`src/sv/yuyv422_to_planar420_unit_assert.svh`:
```
// Assertion macros shared by the converter RTL.
`ifndef YUYV422_TO_PLANAR420_UNIT_ASSERT_SVH
`define YUYV422_TO_PLANAR420_UNIT_ASSERT_SVH

// Same-cycle implication, disabled while reset is asserted.
`define Y2P_ASSERT_SAME(label, clk, rstn, ante, cons, msg) \
    label: assert property (@(posedge clk) disable iff (!(rstn)) (ante) |-> (cons)) \
        else $error(msg);

// Next-cycle implication, disabled while reset is asserted.
`define Y2P_ASSERT_NEXT(label, clk, rstn, ante, cons, msg) \
    label: assert property (@(posedge clk) disable iff (!(rstn)) (ante) |=> (cons)) \
        else $error(msg);

`endif

```
`src/sv/y2p420_pkg.sv`:
```
`timescale 1ns / 1ps
`default_nettype none

package y2p420_pkg;

    localparam int DIM_W      = 12;
    localparam int ADDR_W     = 23;
    localparam int SAMPLE_W   = 8;
    localparam int CFG_IDX_W  = 1;
    localparam int CFG_DATA_W = DIM_W;

    localparam int MAX_WIDTH_DEF  = 2048;
    localparam int MAX_HEIGHT_DEF = 2048;

    localparam logic [DIM_W-1:0] FRAME_WIDTH_RST  = DIM_W'(176);
    localparam logic [DIM_W-1:0] FRAME_HEIGHT_RST = DIM_W'(144);

    // register indexes on the configuration port
    localparam logic [CFG_IDX_W-1:0] REG_FRAME_WIDTH  = CFG_IDX_W'(0);
    localparam logic [CFG_IDX_W-1:0] REG_FRAME_HEIGHT = CFG_IDX_W'(1);

    typedef enum logic [1:0] {
        PLANE_Y = 2'd0,
        PLANE_U = 2'd1,
        PLANE_V = 2'd2
    } plane_t;

    typedef enum logic [1:0] {
        BEAT_Y0 = 2'd0,
        BEAT_Y1 = 2'd1,
        BEAT_C  = 2'd2
    } beat_t;

    typedef struct packed {
        logic                start_of_frame;
        logic [SAMPLE_W-1:0] luma_first;
        logic [SAMPLE_W-1:0] chroma_blue;
        logic [SAMPLE_W-1:0] luma_second;
        logic [SAMPLE_W-1:0] chroma_red;
    } in_item_t;

    typedef struct packed {
        plane_t              plane;
        logic [ADDR_W-1:0]   byte_address;
        logic [SAMPLE_W-1:0] byte_value;
        logic                last;
    } out_item_t;

endpackage

`default_nettype wire

```
`src/sv/yuyv422_to_planar420_unit.sv`:
```
`timescale 1ns / 1ps
`default_nettype none
// Channel  | ports                       | moves
// ---------+-----------------------------+----------------------------------------
// input    | s_valid s_ready s_data      | one YUYV group (two pixels) per item
// result   | m_valid m_ready m_data      | one byte write per item, three per group
// config   | cfg_we cfg_index cfg_wdata  | frame_width (0), frame_height (1)
//
// One group yields three result items: first luma, second luma, then the
// U (even row) or V (odd row) chroma byte, flagged last. One byte write per cycle
// goes out while m_ready is high; the next group loads as the chroma beat is taken.
// The three-stage pipe (position, multiply, address/serialize) takes input items
// every cycle while it has room; a group's first write is registered after stages
// A and B. Reset is synchronous, active low: counters zero, registers to 176 x 144;
// a stall on m_ready backs up the pipe stage by stage and nothing is dropped.

`include "yuyv422_to_planar420_unit_assert.svh"

module yuyv422_to_planar420_unit
    import y2p420_pkg::*;
#(
    parameter int MAX_WIDTH  = MAX_WIDTH_DEF,
    parameter int MAX_HEIGHT = MAX_HEIGHT_DEF
) (
    input  wire logic                  aclk,
    input  wire logic                  aresetn,
    input  wire logic                  s_valid,
    output logic                       s_ready,
    input  wire in_item_t              s_data,
    output logic                       m_valid,
    input  wire logic                  m_ready,
    output out_item_t                  m_data,
    input  wire logic                  cfg_we,
    input  wire logic [CFG_IDX_W-1:0]  cfg_index,
    input  wire logic [CFG_DATA_W-1:0] cfg_wdata
);

    // Counter widths: pair column below MAX_WIDTH/2, row below MAX_HEIGHT.
    localparam int CW      = (MAX_WIDTH / 2 > 1) ? $clog2(MAX_WIDTH / 2) : 1;
    localparam int RW      = $clog2(MAX_HEIGHT);
    localparam int CW_RW   = (CW > RW) ? CW : RW;
    localparam int CMP_W   = ((CW_RW > DIM_W) ? CW_RW : DIM_W) + 1;
    localparam int DIM_MAX = (1 << DIM_W) - 2;
    localparam int W_CAP_I = (MAX_WIDTH > DIM_MAX) ? DIM_MAX : (MAX_WIDTH & ~1);
    localparam int H_CAP_I = (MAX_HEIGHT > DIM_MAX) ? DIM_MAX : (MAX_HEIGHT & ~1);
    localparam logic [DIM_W-1:0] W_CAP = DIM_W'(W_CAP_I);
    localparam logic [DIM_W-1:0] H_CAP = DIM_W'(H_CAP_I);

    // Clear the low bit, then clamp into [2, cap].
    function automatic logic [DIM_W-1:0] eff_dim(input logic [DIM_W-1:0] raw,
                                                 input logic [DIM_W-1:0] cap);
        logic [DIM_W-1:0] v;
        v = {raw[DIM_W-1:1], 1'b0};
        if (v < DIM_W'(2)) v = DIM_W'(2);
        if (v > cap) v = cap;
        return v;
    endfunction

    // ------------------------------------------------------------------
    // Configuration registers and derived frame geometry
    // ------------------------------------------------------------------
    logic [DIM_W-1:0]   frame_width_reg, frame_width_next;
    logic [DIM_W-1:0]   frame_height_reg, frame_height_next;
    logic [DIM_W-1:0]   w_eff, h_eff, half_w;
    logic [2*DIM_W-1:0] luma_full;
    logic [2*DIM_W-1:0] luma_full_reg;
    logic [2*DIM_W:0]   v_full;
    logic [ADDR_W-1:0]  u_base_reg, v_base_reg;

    always_comb begin
        frame_width_next  = frame_width_reg;
        frame_height_next = frame_height_reg;
        if (cfg_we) begin
            case (cfg_index)
                REG_FRAME_WIDTH:  frame_width_next  = cfg_wdata;
                REG_FRAME_HEIGHT: frame_height_next = cfg_wdata;
                default: ;
            endcase
        end
    end

    assign w_eff     = eff_dim(frame_width_reg, W_CAP);
    assign h_eff     = eff_dim(frame_height_reg, H_CAP);
    assign half_w    = {1'b0, w_eff[DIM_W-1:1]};
    assign luma_full = w_eff * h_eff;
    // V plane starts a quarter luma size after the U plane
    assign v_full    = {1'b0, luma_full_reg} + {3'b000, luma_full_reg[2*DIM_W-1:2]};

    always_ff @(posedge aclk) begin
        if (!aresetn) begin
            frame_width_reg  <= FRAME_WIDTH_RST;
            frame_height_reg <= FRAME_HEIGHT_RST;
        end else begin
            frame_width_reg  <= frame_width_next;
            frame_height_reg <= frame_height_next;
        end
    end

    // Plane bases go via luma_full_reg to u_base_reg and v_base_reg; the user writes
    // config only while idle, well ahead of the next item's address stage (not enforced).
    always_ff @(posedge aclk) begin
        luma_full_reg <= luma_full;
        u_base_reg    <= ADDR_W'(luma_full_reg);
        v_base_reg    <= ADDR_W'(v_full);
    end

    // ------------------------------------------------------------------
    // Pipe handshake: D (serializer) <- B (products) <- A (position)
    // ------------------------------------------------------------------
    logic  a_valid_reg, b_valid_reg, m_valid_reg;
    beat_t beat_reg, beat_next;
    logic  d_free, ld_d, b_free, a_to_b, a_free, s_take;

    assign d_free  = !m_valid_reg || (m_ready && beat_reg == BEAT_C);
    assign ld_d    = b_valid_reg && d_free;
    assign b_free  = !b_valid_reg || ld_d;
    assign a_to_b  = a_valid_reg && b_free;
    assign a_free  = !a_valid_reg || a_to_b;
    assign s_ready = a_free;
    assign s_take  = s_valid && a_free;

    // ------------------------------------------------------------------
    // Position counters: resolve this group's column and row, then advance
    // ------------------------------------------------------------------
    logic [CW-1:0]    col_reg, col_next;
    logic [RW-1:0]    row_reg, row_next;
    logic [CMP_W-1:0] hw_c, h_c, col0, row0, col1, row1, pos_row, col_inc, row_inc;
    logic [CMP_W-1:0] adv_col, adv_row;

    always_comb begin
        hw_c = CMP_W'(half_w);
        h_c  = CMP_W'(h_eff);
        // start of frame clears the position before this group
        col0 = s_data.start_of_frame ? '0 : CMP_W'(col_reg);
        row0 = s_data.start_of_frame ? '0 : CMP_W'(row_reg);
        // stale column after a width change: take it as the next row's start
        col1 = (col0 >= hw_c) ? '0 : col0;
        row1 = (col0 >= hw_c) ? row0 + CMP_W'(1) : row0;
        pos_row = (row1 >= h_c) ? '0 : row1;
        // advance past this group, wrapping at row and frame end
        col_inc = col1 + CMP_W'(1);
        row_inc = pos_row + CMP_W'(1);
        if (col_inc >= hw_c) begin
            adv_col = '0;
            adv_row = (row_inc >= h_c) ? '0 : row_inc;
        end else begin
            adv_col = col_inc;
            adv_row = pos_row;
        end
        col_next = s_take ? CW'(adv_col) : col_reg;
        row_next = s_take ? RW'(adv_row) : row_reg;
    end

    always_ff @(posedge aclk) begin
        if (!aresetn) begin
            col_reg <= '0;
            row_reg <= '0;
        end else begin
            col_reg <= col_next;
            row_reg <= row_next;
        end
    end

    // ------------------------------------------------------------------
    // Stage A: input register with resolved position
    // ------------------------------------------------------------------
    in_item_t      a_item_reg;
    logic [CW-1:0] a_col_reg;
    logic [RW-1:0] a_row_reg;

    always_ff @(posedge aclk) begin
        if (!aresetn) begin
            a_valid_reg <= 1'b0;
        end else if (a_free) begin
            a_valid_reg <= s_valid;
        end
    end

    always_ff @(posedge aclk) begin
        if (s_take) begin
            a_item_reg <= s_data;
            a_col_reg  <= CW'(col1);
            a_row_reg  <= RW'(pos_row);
        end
    end

    // ------------------------------------------------------------------
    // Stage B: row products for luma and chroma addresses
    // ------------------------------------------------------------------
    logic [RW+DIM_W-1:0] prod_y_full, prod_c_full;
    in_item_t            b_item_reg;
    logic [CW-1:0]       b_col_reg;
    logic                b_row_odd_reg;
    logic [ADDR_W-1:0]   b_prod_y_reg, b_prod_c_reg;

    assign prod_y_full = a_row_reg * w_eff;
    assign prod_c_full = (a_row_reg >> 1) * half_w;

    always_ff @(posedge aclk) begin
        if (!aresetn) begin
            b_valid_reg <= 1'b0;
        end else if (b_free) begin
            b_valid_reg <= a_valid_reg;
        end
    end

    always_ff @(posedge aclk) begin
        if (a_to_b) begin
            b_item_reg    <= a_item_reg;
            b_col_reg     <= a_col_reg;
            b_row_odd_reg <= a_row_reg[0];
            b_prod_y_reg  <= ADDR_W'(prod_y_full);
            b_prod_c_reg  <= ADDR_W'(prod_c_full);
        end
    end

    // ------------------------------------------------------------------
    // Stage D: final addresses and three-beat serializer on the result port
    // ------------------------------------------------------------------
    logic [ADDR_W-1:0]   y_addr, c_addr;
    logic [ADDR_W-1:0]   d_y_addr_reg, d_y_addr_next;
    logic [ADDR_W-1:0]   d_c_addr_reg, d_c_addr_next;
    logic [SAMPLE_W-1:0] d_luma2_reg, d_luma2_next;
    logic [SAMPLE_W-1:0] d_chroma_reg, d_chroma_next;
    plane_t              d_plane_reg, d_plane_next;
    out_item_t           m_data_reg, m_data_next;
    logic                m_valid_next;

    assign y_addr = b_prod_y_reg + ADDR_W'({b_col_reg, 1'b0});
    assign c_addr = (b_row_odd_reg ? v_base_reg : u_base_reg) + b_prod_c_reg
                    + ADDR_W'(b_col_reg);

    always_comb begin
        d_y_addr_next = d_y_addr_reg;
        d_c_addr_next = d_c_addr_reg;
        d_luma2_next  = d_luma2_reg;
        d_chroma_next = d_chroma_reg;
        d_plane_next  = d_plane_reg;
        m_data_next   = m_data_reg;
        m_valid_next  = m_valid_reg;
        beat_next     = beat_reg;
        if (ld_d) begin
            // load a fresh group and show its first luma write at once
            d_y_addr_next = y_addr;
            d_c_addr_next = c_addr;
            d_luma2_next  = b_item_reg.luma_second;
            d_chroma_next = b_row_odd_reg ? b_item_reg.chroma_red
                                          : b_item_reg.chroma_blue;
            d_plane_next  = b_row_odd_reg ? PLANE_V : PLANE_U;
            m_data_next.plane        = PLANE_Y;
            m_data_next.byte_address = y_addr;
            m_data_next.byte_value   = b_item_reg.luma_first;
            m_data_next.last         = 1'b0;
            m_valid_next  = 1'b1;
            beat_next     = BEAT_Y0;
        end else if (m_valid_reg && m_ready) begin
            case (beat_reg)
                BEAT_Y0: begin
                    m_data_next.plane        = PLANE_Y;
                    m_data_next.byte_address = d_y_addr_reg + ADDR_W'(1);
                    m_data_next.byte_value   = d_luma2_reg;
                    m_data_next.last         = 1'b0;
                    beat_next = BEAT_Y1;
                end
                BEAT_Y1: begin
                    m_data_next.plane        = d_plane_reg;
                    m_data_next.byte_address = d_c_addr_reg;
                    m_data_next.byte_value   = d_chroma_reg;
                    m_data_next.last         = 1'b1;
                    beat_next = BEAT_C;
                end
                default: begin
                    // chroma taken and nothing waiting: drop valid
                    m_valid_next = 1'b0;
                    beat_next    = BEAT_Y0;
                end
            endcase
        end
    end

    always_ff @(posedge aclk) begin
        if (!aresetn) begin
            m_valid_reg <= 1'b0;
            beat_reg    <= BEAT_Y0;
        end else begin
            m_valid_reg <= m_valid_next;
            beat_reg    <= beat_next;
        end
    end

    always_ff @(posedge aclk) begin
        d_y_addr_reg <= d_y_addr_next;
        d_c_addr_reg <= d_c_addr_next;
        d_luma2_reg  <= d_luma2_next;
        d_chroma_reg <= d_chroma_next;
        d_plane_reg  <= d_plane_next;
        m_data_reg   <= m_data_next;
    end

    assign m_valid = m_valid_reg;
    assign m_data  = m_data_reg;

    // ------------------------------------------------------------------
    // Assertions
    // ------------------------------------------------------------------
    `Y2P_ASSERT_SAME(a_last_is_chroma, aclk, aresetn,
        m_valid_reg && m_data_reg.last,
        m_data_reg.plane != PLANE_Y && beat_reg == BEAT_C,
        "last flag on a write that is not the chroma beat")
    `Y2P_ASSERT_NEXT(a_luma_pair_adjacent, aclk, aresetn,
        m_valid_reg && m_ready && beat_reg == BEAT_Y0,
        m_data_reg.byte_address == ADDR_W'($past(m_data_reg.byte_address) + 1'b1),
        "second luma address does not follow the first")
    `Y2P_ASSERT_NEXT(a_col_within_row, aclk, aresetn,
        s_valid && s_ready,
        CMP_W'(col_reg) < CMP_W'(half_w),
        "pair column left the row after an accepted item")
    `Y2P_ASSERT_NEXT(a_stage_a_holds, aclk, aresetn,
        a_valid_reg && !a_to_b,
        a_valid_reg && $stable(a_item_reg) && $stable(a_col_reg) && $stable(a_row_reg),
        "stalled position stage lost or changed its item")

endmodule

`default_nettype wire

```
`config.mk`:
```
export PLATFORM = sky130hd
export DESIGN_NAME = yuyv422_to_planar420_unit
export DESIGN_NICKNAME = d
export VERILOG_FILES = /design/src/sv/y2p420_pkg.sv /design/src/sv/yuyv422_to_planar420_unit.sv
export VERILOG_INCLUDE_DIRS = /design/src /design/src/sv
export SDC_FILE = /design/constraint.sdc
export NUM_CORES = 1
export LEC_CHECK = 0
export BUFFER_PORTS_ARGS = -buffer_cell sky130_fd_sc_hd__buf_4
export CORE_ASPECT_RATIO = 0.8
export CORE_MARGIN = 2
export CORE_UTILIZATION = 55
export DETAILED_ROUTE_END_ITERATION = 16
export MAX_ROUTING_LAYER = met4
export PLACE_DENSITY_LB_ADDON = 0.1
export SETUP_SLACK_MARGIN = 0.4
export SYNTH_ARGS = -nofsm -noshare
export SYNTH_HDL_FRONTEND = slang
export SYNTH_SLANG_ARGS = --single-unit
```
`constraint.sdc`:
```
create_clock -name aclk -period 21.3 [get_ports aclk]
set_input_delay 4.26 -clock aclk [delete_from_list [all_inputs] [get_ports aclk]]
set_output_delay 4.26 -clock aclk [all_outputs]
set_load 0.02 [all_outputs]
```
# --- Word level (Yosys, flattened, before mapping) ---
# Cells that the tools add are included.
totals:
  register_bits: 360
  latchBits: 0
  ram_bits: 0
  rom_bits: 0
  in_bits: 51
  elab_cells: 102
  memories: 0
classes:
  add_sub_neg: 8
  n_mul: 3
  n_div: 0
  order_cmp: 8
  eq_ne: 3
  shift: 0
  mux: 22
  bitwise: 2
  reduce_logical: 22
ops:
  columns: ["op", "count"]
  rows:
  - ["$mux 12", 6]
  - ["$pmux 34 s2", 1]
  - ["$mux 32", 2]
  - ["$mux 11", 3]
  - ["$mux 10", 3]
  - ["$gt 12x12->1 const B", 2]
  - ["$lt 12x2->1 const B", 2]
  - ["$mul 12x12->24", 1]
  - ["$add 23x1->23 const B", 1]
  - ["$add 23x10->23", 1]
  - ["$add 23x11->23", 1]
  - ["$add 23x22->23", 1]
  - ["$add 23x23->23", 1]
  - ["$mul 11x12->23", 1]
  - ["$mux 23", 1]
  - ["$mul 10x11->21", 1]
  - ["$add 12x1->13 const B", 1]
  - ["$ge 13x12->1", 1]
  - ["$add 11x1->12 const B", 1]
  - ["$ge 12x12->1", 1]
  - ["$add 10x1->11 const B", 1]
  - ["$ge 10x11->1", 1]
  - ["$ge 11x11->1", 1]
  - ["$reduce_and 2->1", 5]
  - ["15 further kinds", 28]

# --- Depth between registers and ports, before layout ---
# Gate-level depths: netlist of the first run.
logic_depth:
  ltp_word: 12
  ltp_mapped: 35
  mapped_depth_nobuf: 32

# --- Worst setup path before layout of the first run ---
# Ideal clock, no wire load.
synth_timing:
  path_kind: "input -> register"
  startpoint: "in s_data[32] (netlist bit)"
  endpoint: "reg row_reg[6]"
  arrival_time_ps: 10607
  setup_slack_ps: 10609
  stages: 32
  cell_sequence: "clkbuf_4 -> buf_6 -> buf_2 -> nor2b_1 -> ha_1 -> and3_4 -> nand3_2 -> o21ai_4 -> a21oi_2 -> buf_6 -> or4_1 -> nand2_1 -> ha_1 -> a211o_1 -> a21oi_1 -> o211ai_1 -> or2_0 -> buf_2 -> nor2_1 -> ha_1 -> nand3_1 -> nor4_1 -> nand4_1 -> xnor2_1 -> ha_1 -> o21a_1 -> o21ai_0 -> nor2_1 -> a2111oi_0 -> a21boi_1 -> nand4_1 -> o21ai_0"
synth_between:
  elab_chain_cells: 9
synth_rtl:
  columns: ["item", "line", "source"]
  rows:
  - ["start: declaration", "yuyv422_to_planar420_unit.sv:29", "input wire in_item_t s_data,"]
  - ["$mux 11 or $mux 10 (tied branches)", "yuyv422_to_planar420_unit.sv:135, yuyv422_to_planar420_unit.sv:134", null]
  - ["$add 11x1->12 or $ge 10x11->1 (tied branches)", "yuyv422_to_planar420_unit.sv:138", "row1 = (col0 >= hw_c) ? row0 + CMP_W'(1) : row0;"]
  - ["$mux 12 *", "yuyv422_to_planar420_unit.sv:138", null]
  - ["$ge 12x12->1", "yuyv422_to_planar420_unit.sv:139", "pos_row = (row1 >= h_c) ? '0 : row1;"]
  - ["$mux 12 *", "yuyv422_to_planar420_unit.sv:139", null]
  - ["net pos_row[1]", "yuyv422_to_planar420_unit.sv:127", "logic [CMP_W-1:0] hw_c, h_c, col0, row0, col1, row1, pos_row, col_inc, row_inc;"]
  - ["$add 12x1->13 *", "yuyv422_to_planar420_unit.sv:142", "row_inc = pos_row + CMP_W'(1);"]
  - ["$ge 13x12->1", "yuyv422_to_planar420_unit.sv:145", "adv_row = (row_inc >= h_c) ? '0 : row_inc;"]
  - ["$mux 11 *", "yuyv422_to_planar420_unit.sv:145", null]
  - ["$mux 11 *", "yuyv422_to_planar420_unit.sv:143", "if (col_inc >= hw_c) begin"]
  - ["end signal: assignment", "yuyv422_to_planar420_unit.sv:160", "row_reg <= row_next;"]
  - ["end: declaration", "yuyv422_to_planar420_unit.sv:126", "logic [RW-1:0] row_reg, row_next;"]
# Mark *: on every way through the listed nets, which the timed path passes. The rest lies on a longest branch.
# A chain may end at the register's enable or synchronous reset.

# --- Final worst setup path of the first run ---
# Same ends and word-level chain as after synthesis.

==> results of run 1 <==
==> cell usage after synthesis, types with 15 or more instances <==
cell type	n	area (µm²)
inv_1	282	1060
nand2_1	272	1020
ha_1	251	3140
edfxtp_1	233	7000
fa_1	187	3740
nor2_1	163	612
dfxtp_1	115	2300
a21oi_1	81	405
xnor2_1	75	657
and2_1	69	432
clkbuf_1	69	259
o21ai_0	67	335
nor2b_1	48	300
mux2i_1	38	380
nor3_1	38	190
xor2_1	38	333
a21o_1	35	263
nand3_1	35	175
mux2_2	31	349
o31ai_1	28	210
and3_1	26	163
o21a_1	19	143
nand2b_1	16	100
nand4_1	15	93.8
o211ai_1	15	113
==> through the flow <==
| step | setup WS, ps | instances | util (%) |
|---|---|---|---|
| 6_report | 9060 | 3131 | 60.8 |
| 5_1_grt | 8480 | 3131 | 60.8 |
| 4_1_cts | 9260 | 3131 | 60.8 |
| 3_5_place_dp | 8680 | 3061 | 58.1 |
| 3_3_place_gp | 8710 | 3061 | 58.1 |
| 2_1_floorplan | 10610 | 2429 | - |
==> report_power, final <==
group          switching [mW]  total [mW]  internal [mW]
logic                   0.390       0.676          0.286
registers              0.0424       0.862          0.820
clock network           0.272       0.659          0.387
total                   0.705        2.20           1.49
==> critical path, stage by stage <==
cell       delay (ps)
buf_4             230
nor2b_1           440
ha_1              330
and3_4            170
a221oi_4          410
o21ai_4           150
a21oi_2           510
nor4_1            160
mux2_2            350
ha_1              300
o21a_1            180
a21oi_1           150
o211ai_1          230
or2_0             490
nor2_1            380
ha_1              260
nand3_1           130
nor4_1            510
nand4_1           210
xnor2_1           270
ha_1              290
o21a_1            100
o21ai_0           390
a21oi_1           170
a2111oi_0         650
a21boi_1          490
nand4_1           270
o21ai_0           230
==> worst max-delay path by stage <==
stage | startpoint | end | cells after the start
after global routing | s_data[32] | row_reg[6] | 27
final | s_data[32] | row_reg[6] | 28
after global placement | s_data[32] | row_reg[6] | 28
after floorplan | s_data[32] | row_reg[6] | 32
after detailed placement | s_data[32] | row_reg[6] | 28
after CTS | s_data[32] | row_reg[6] | 28
==> per-layer routing <==
metal | share of wire, % | wire length, µm | up-vias | track usage [%]
met2 | 45 | 25300 | 412 | 37.9
met5 | 0 | 0 | - | -
met3 | 5.3 | 2980 | 95 | 4.04
li1 | - | - | 8378 | -
met1 | 48 | 26900 | 8358 | 35.2
met4 | 2.5 | 1430 | 0 | 6.98
==> final cells by class <==
class | instances | area share, %
multi-input cells | 1709 | 52.4
flip-flops and latches | 348 | 33.6
inverters | 287 | 3.90
clock buffers | 51 | 3.80
repair buffers | 105 | 2.85
well taps | 612 | 2.77
clock inverters | 19 | 0.691
==> cell families (layout without fill, tap and decap cells) <==
group                      after synthesis  after routing  synth area share, %
adders and majority gates              438            438                 27.3
and+or+nand+nor                        736            736                 13.9
muxes                                   69             69                 2.89
buffers and inverters                  372            462                 5.76
AOI/OAI and AO/OA                      353            353                 9.44
DFF                                    348            348                 36.8
xor gates and xnor gates               113            113                 3.92
==> out/metrics.cfg, run 1 <==
[yosys]
syn_area_per_cell_um2 = 10.4
yosysSeqAreaShare_pct = 36.8
syn_area_mm2 = 0.0253
ys_types = 85
netlist_instances = 2429
syn_nets = 2918
ys.flop_type = edfxtp_1
async_flop_share_pct = 0
ys_seq_elements = 348
synth-edff-count = 233
yosysWarnings = 0

[placed_design]
dp_hpwl_um = 43400
port-buffer-count = 85
place.gp.congestion = 0.898
postPlaceCellArea_mm2 = 0.0264

[final_layout]
area_growth_pct = 9.65
largest_reg_flops = 34
layout_commonest_cell = inv_1
finalNetCount = 2978
num-fill-cells = 3802
design_area_mm2 = 0.0277
layout-drive-gt1-share_pct = 9.17
regArea_mm2 = 0.00930
n_antenna_cell = 0
final_cell_mix = inv_1, nand2_1, ha_1
multi_input_area_mm2 = 0.0145

[drt]
avgViaCountPerCell = 5.51
ant_nets = 0
drtPass1Iterations = 5
wl_per_cell_um = 18.1
vias = 17200
drtIter0Drc = 1048
drc = 0
finalWirelength_um = 56700

[timing]
grt_setup_unrepaired = no
setup_viol = 0
fin_tns_setup_ps = 0
min_period_ps = 12240
hold_viol = 0
drv_slew = 0
relSlewSlack_pct = 28.3
period_share_pct = 57.5
max_freq_mhz = 81.7
fin_hold_ws_ps = 384
clock_skew_ps = 27.7
worst_pin_slew_ps = 1070

[clocking]
clock_latency_ps = 560
clockBufferDepth = 3
cts_buffers = 38
cts_resized = 0
cts_tree = built
cts_setup_buffers = 0
cts-root-buf = clkbuf_16
cts-htree-levels = 2
cts_num_sinks = 348
cts_hold_buf = 0
clk_pin_slew_ps = 70

[worst_setup_path]
r2r_cells = 32
crit_path_end_kind = flip-flop
cp.required_ps = 21780
crit_fanout = 34
criticalPathCategory = input pin to flip-flop
rr_endpoint = row_reg[6]
start_kind = input pin
rr_startpoint = frame_width_reg[7]
reg2reg_slack_ps = 10970
cp.arrival_ps = 12720

[global_route]
grt_pass1_vias = 17400
grt_max_degree = 76
grt_pass1_wl_um = 91800
antenna_found_initial = 0
grtUsageTotal_pct = 25.0
grt_remaining_overflow = 0

[worst_hold_path]
min_path_type = flip-flop to flip-flop
hold_path_depth = 0
hold-path-endpoint = u_base_reg[22]
min_from = luma_full_reg[22]

[floorplanning]
dieArea_mm2 = 0.0477
row_count = 70
core_area_mm2 = 0.0455
io_pins = 87
die_height_um = 196
die_w_um = 244
start_util_pct = 55.5

[outcome]
status = finished, final reports clean

[pwr]
power_leakage_nw = 12.6
p_per_area_mw_per_mm2 = 79.3
p_total_mw = 2.20
vdd_drop_max_v = 0.0000564

[run]
cap_violations = 0

(Power assumes the default switching activity.)
==> run 2: changes to the inputs <==
Clock period 21.3 ns to 12.5 ns, I/O delays scaled along.
==> out/metrics.cfg, run 2 (same netlist as run 1, synthesis figures left out) <==
[pwr]
p_sw_share_pct = 32.3  ; +0.26 points
vdd_drop_max_v = 0.0000946  ; +68%
power_leakage_nw = 12.6  ; -0.26%
pwr-share-clk_pct = 29.6  ; -0.4 points
p_per_area_mw_per_mm2 = 135  ; +70%
intPower_mw = 2.53  ; +69%
p_seq_share_pct = 39.3  ; about the same
pwr-share-comb_pct = 31.0  ; +0.2 points
p_sw_mw = 1.21  ; +71%

[worst_setup_path]
start_kind = flip-flop
path_common_cell = ha_1
crit_fanout = 13  ; -62%
cpMaxStageDelayCell = o21ai_0
max_stage_delay_ps = 770  ; +120 ps
crit_path_end_kind = flip-flop
cp.required_ps = 12990  ; -8790 ps
cp.arrival_ps = 11090  ; -1630 ps
path_delay_family = compound AO/OA/AOI/OAI gates
criticalPathCategory = flip-flop to flip-flop
path_buf_inv = 1  ; unchanged

[drt]
avgViaCountPerCell = 5.52  ; +0.25%
wl_per_cell_um = 18.4  ; +1.4%
ant_nets = 0  ; unchanged
vias = 17300  ; +0.093%
finalWirelength_um = 57400  ; +1.2%
drc = 0  ; unchanged
drtIter0Drc = 1092  ; +4.2%
drtPass1Iterations = 5  ; unchanged

[timing]
clock_skew_ps = 16.1  ; -11.6 ps
hold_viol = 0  ; unchanged
relSlewSlack_pct = 23.8  ; -4.4 points
grt_setup_unrepaired = no
worst_pin_slew_ps = 1140  ; +68.4 ps
period_share_pct = 84.8
fin_hold_ws_ps = 404  ; +19.8 ps
fin_tns_setup_ps = 0  ; unchanged
min_period_ps = 10600
drv_slew = 0  ; unchanged
max_freq_mhz = 94.3
worst_slack_ps = 1900  ; -7160 ps
setup_viol = 0  ; unchanged

[clocking]
clockBufferDepth = 3  ; unchanged
cts_setup_buffers = 0  ; unchanged
cts-root-buf = clkbuf_16
cts_buffers = 37  ; -2.6%
clk_pin_slew_ps = 60  ; about the same
clock_latency_ps = 560  ; about the same
cts_hold_buf = 0  ; unchanged
cts_num_sinks = 348  ; unchanged
cts_tree = built
cts_resized = 0  ; unchanged
cts-htree-levels = 2  ; unchanged

[final_layout]
layout-drive-gt1-share_pct = 9.11  ; -0.061 points
finalNetCount = 2974  ; -0.13%
final_cell_mix = inv_1, nand2_1, ha_1
layout_commonest_cell = inv_1
largest_reg_flops = 34  ; unchanged
num-fill-cells = 3781  ; -0.55%
area_growth_pct = 9.46
multi_input_area_mm2 = 0.0145  ; unchanged
fin_util_pct = 60.7  ; -0.10 points
regArea_mm2 = 0.00930  ; unchanged
n_antenna_cell = 0  ; unchanged

[global_route]
grt_max_degree = 87  ; +14%
grt_pass1_wl_um = 92500  ; +0.71%
grt_pass1_vias = 17300  ; -0.77%
grtUsageTotal_pct = 25.3  ; +0.31 points
antenna_found_initial = 5  ; +5
grt_remaining_overflow = 0  ; unchanged

[placed_design]
port-buffer-count = 85  ; unchanged
dp_slack_ps = 1550  ; -7130 ps
dp_hpwl_um = 43700  ; +0.60%
place.gp.congestion = 0.898  ; about the same

[floorplanning]
die_w_um = 244  ; unchanged
io_pins = 87  ; unchanged
dieArea_mm2 = 0.0477  ; unchanged
core_area_mm2 = 0.0455  ; unchanged
die_height_um = 196  ; unchanged
row_count = 70  ; unchanged
start_util_pct = 55.5  ; unchanged

[worst_hold_path]
min_path_type = flip-flop to flip-flop

[run]
cap_violations = 0  ; unchanged

[outcome]
status = finished, final reports clean

run 2: changes by cell type in the layout (fill, tap and decap cells not counted), sizes merged:
cell,delta
clkbuf,-1
clkinvlp,+2
buf,-3
inv,-2
clkinv,-1
run 2: layer usage:
| layer | wire length, µm | vias up | global-route usage, % |
|---|---|---|---|
| li1 | - | 8380 | - |
| met2 | 25500 | 358 | 38.2 |
| met3 | 2670 | 83 | 3.68 |
| met1 | 27900 | 8438 | 36.2 |
| met4 | 1270 | 0 | 6.68 |
| met5 | 0 | - | - |
run 2: per-stage QoR:
| step | instance area (µm²) | power (mW) | cells |
|---|---|---|---|
| 6_report | 27600 | 3.73 | 3126 |
| 5_1_grt | 27600 | 3.97 | 3126 |
| 4_1_cts | 27600 | 3.76 | 3126 |
| 3_5_place_dp | 26400 | 2.64 | 3058 |
| 3_3_place_gp | 26400 | 2.62 | 3058 |
| 2_1_floorplan | 25300 | 2.34 | 2429 |
run 2: layout make-up:
class / count / share of cell area, %
tap: 612 / 2.77
clock inverter: 18 / 0.729
timing repair buffer: 102 / 2.77
clock buffer: 50 / 3.68
inverter: 287 / 3.91
sequential: 348 / 33.6
multi-input combinational: 1709 / 52.5
run 2: worst paths after layout:
check / start / endpoint / slack [ps] / cells past startpoint
worst max-delay path: frame_width_reg[7] / row_reg[7] / 1900 / 32
worst min-delay path: luma_full_reg[20] / u_base_reg[20] / 400 / 0
worst max register to register: frame_width_reg[7] / row_reg[7] / 1900 / 32
worst min register to register: luma_full_reg[20] / u_base_reg[20] / 400 / 0
run 2: power by group through the flow:
stage	Combinational [mW]	Sequential [mW]	Clock, mW
finish	1.16	1.47	1.11
floorplan	0.879	1.46	0
CTS	1.16	1.47	1.13
global route	1.32	1.48	1.18
detailed placement	1.15	1.49	0
global placement	1.13	1.49	0
==> run 3: changes to the inputs <==
Clock period 12.5 ns to 10.4 ns, I/O delays scaled along.
==> out/metrics.cfg, run 3 (same netlist as run 1, synthesis figures left out) <==
[clocking]
cts_hold_buf = 0  ; unchanged
cts_setup_buffers = 0  ; unchanged
cts_tree = built
cts_resized = 0  ; unchanged
cts_num_sinks = 348  ; unchanged
clock_latency_ps = 570  ; about the same
clk_pin_slew_ps = 60  ; about the same
cts-htree-levels = 2  ; unchanged
clockBufferDepth = 3  ; unchanged
cts-root-buf = clkbuf_16
cts_buffers = 38  ; +2.7%

[drt]
avgViaCountPerCell = 5.56  ; +0.62%
vias = 17400  ; +1.1%
wl_per_cell_um = 18.4  ; +0.50%
drtPass1Iterations = 6  ; +1
ant_nets = 0  ; unchanged
drtIter0Drc = 1108  ; +1.5%
drc = 0  ; unchanged
finalWirelength_um = 57900  ; +0.98%

[timing]
setup_viol = 0  ; unchanged
fin_tns_setup_ps = 0  ; unchanged
drv_slew = 0  ; unchanged
min_period_ps = 9020
clock_skew_ps = 23.0  ; +6.93 ps
max_freq_mhz = 111
period_share_pct = 86.7
worst_pin_slew_ps = 980  ; -162 ps
grt_setup_unrepaired = no
relSlewSlack_pct = 34.6  ; +11 points
hold_viol = 0  ; unchanged

[worst_setup_path]
start_kind = input pin
crit_fanout = 34  ; +21
cpMaxStageDelayCell = or4_1
cp.required_ps = 10910  ; -2080 ps
cp.arrival_ps = 9530  ; -1560 ps
crit_path_end_kind = flip-flop
max_stage_delay_ps = 520  ; -250 ps
reg2reg_slack_ps = 1860  ; -40 ps
criticalPathCategory = input pin to flip-flop

[floorplanning]
start_util_pct = 55.5  ; unchanged
die_height_um = 196  ; unchanged
die_w_um = 244  ; unchanged
row_count = 70  ; unchanged
dieArea_mm2 = 0.0477  ; unchanged
core_area_mm2 = 0.0455  ; unchanged
io_pins = 87  ; unchanged

[final_layout]
layout_commonest_cell = inv_1
final_cell_mix = inv_1, nand2_1, ha_1
largest_reg_flops = 34  ; unchanged
fin_cells = 3141  ; +0.48%
area_growth_pct = 10.1
finalNetCount = 2988  ; +0.47%
n_antenna_cell = 0  ; unchanged
layout-drive-gt1-share_pct = 9.57  ; +0.46 points

[outcome]
status = finished, final reports clean

[global_route]
grt_max_degree = 76  ; -13%
grtUsageTotal_pct = 25.5  ; +0.15 points
grt_pass1_wl_um = 92800  ; +0.38%
grt_remaining_overflow = 0  ; unchanged
grt_pass1_vias = 17600  ; +1.6%
antenna_found_initial = 1  ; -4

[placed_design]
place_inst = 3071  ; +0.43%
port-buffer-count = 85  ; unchanged
dp_hpwl_um = 44500  ; +1.8%
place.gp.congestion = 0.903  ; +0.62%

[pwr]
power_leakage_nw = 12.6  ; +0.68%
p_total_mw = 4.56  ; +22%
vdd_drop_max_v = 0.000117  ; +23%
p_per_area_mw_per_mm2 = 164  ; +21%

[run]
cap_violations = 0  ; unchanged

[worst_hold_path]
min_path_type = flip-flop to flip-flop

-- run 3: worst paths after layout --
kind / start / endpoint / cells past startpoint
setup / recovery: s_data[32] / row_reg[7] / 32
hold / removal: luma_full_reg[9] / u_base_reg[9] / 0
setup reg to reg: frame_width_reg[11] / row_reg[7] / 33
hold reg to reg: luma_full_reg[9] / u_base_reg[9] / 0
-- run 3: per-layer routing --
| layer | share of wire [%] | global-route usage (%) |
|---|---|---|
| met5 | 0 | - |
| met4 | 2.7 | 7.36 |
| met3 | 5.8 | 4.42 |
| met2 | 45 | 39.1 |
| met1 | 47 | 35.1 |
-- run 3: power breakdown --
part	switching, mW	internal, mW	total [mW]	leakage, nW
clock	0.566	0.820	1.39	0.621
sequential	0.0846	1.68	1.76	3.17
combinational	0.814	0.593	1.41	8.85
-- run 3: through the flow --
| stage | area, µm² | utilization, % | setup slack [ps] | hold WS, ps |
|---|---|---|---|---|
| after floorplan | 25300 | - | 1890 | 337 |
| after global placement | 26500 | 58.2 | 928 | 378 |
| after detailed placement | 26500 | 58.2 | 845 | 379 |
| after CTS | 27800 | 61.1 | 1400 | 387 |
| after global routing | 27800 | 61.1 | 750 | 403 |
| final | 27800 | 61.1 | 1380 | 389 |
-- run 3: critical path: cells and delay by family --
family | cells | cell delay (ps)
fa+ha+maj | 4 | 1160
simple gates | 13 | 2950
buf+inv | 4 | 880
compound gates | 10 | 2170
xor+xnor | 1 | 240
-- run 3: area by class of cell --
type	instances	area [µm²]
Fill cell	3795	17700
Multi-Input combinational cell	1709	14500
Sequential cell	348	9300
Inverter	287	1080
Clock buffer	52	1050
Timing Repair Buffer	115	863
Tap cell	612	766
Clock inverter	18	234
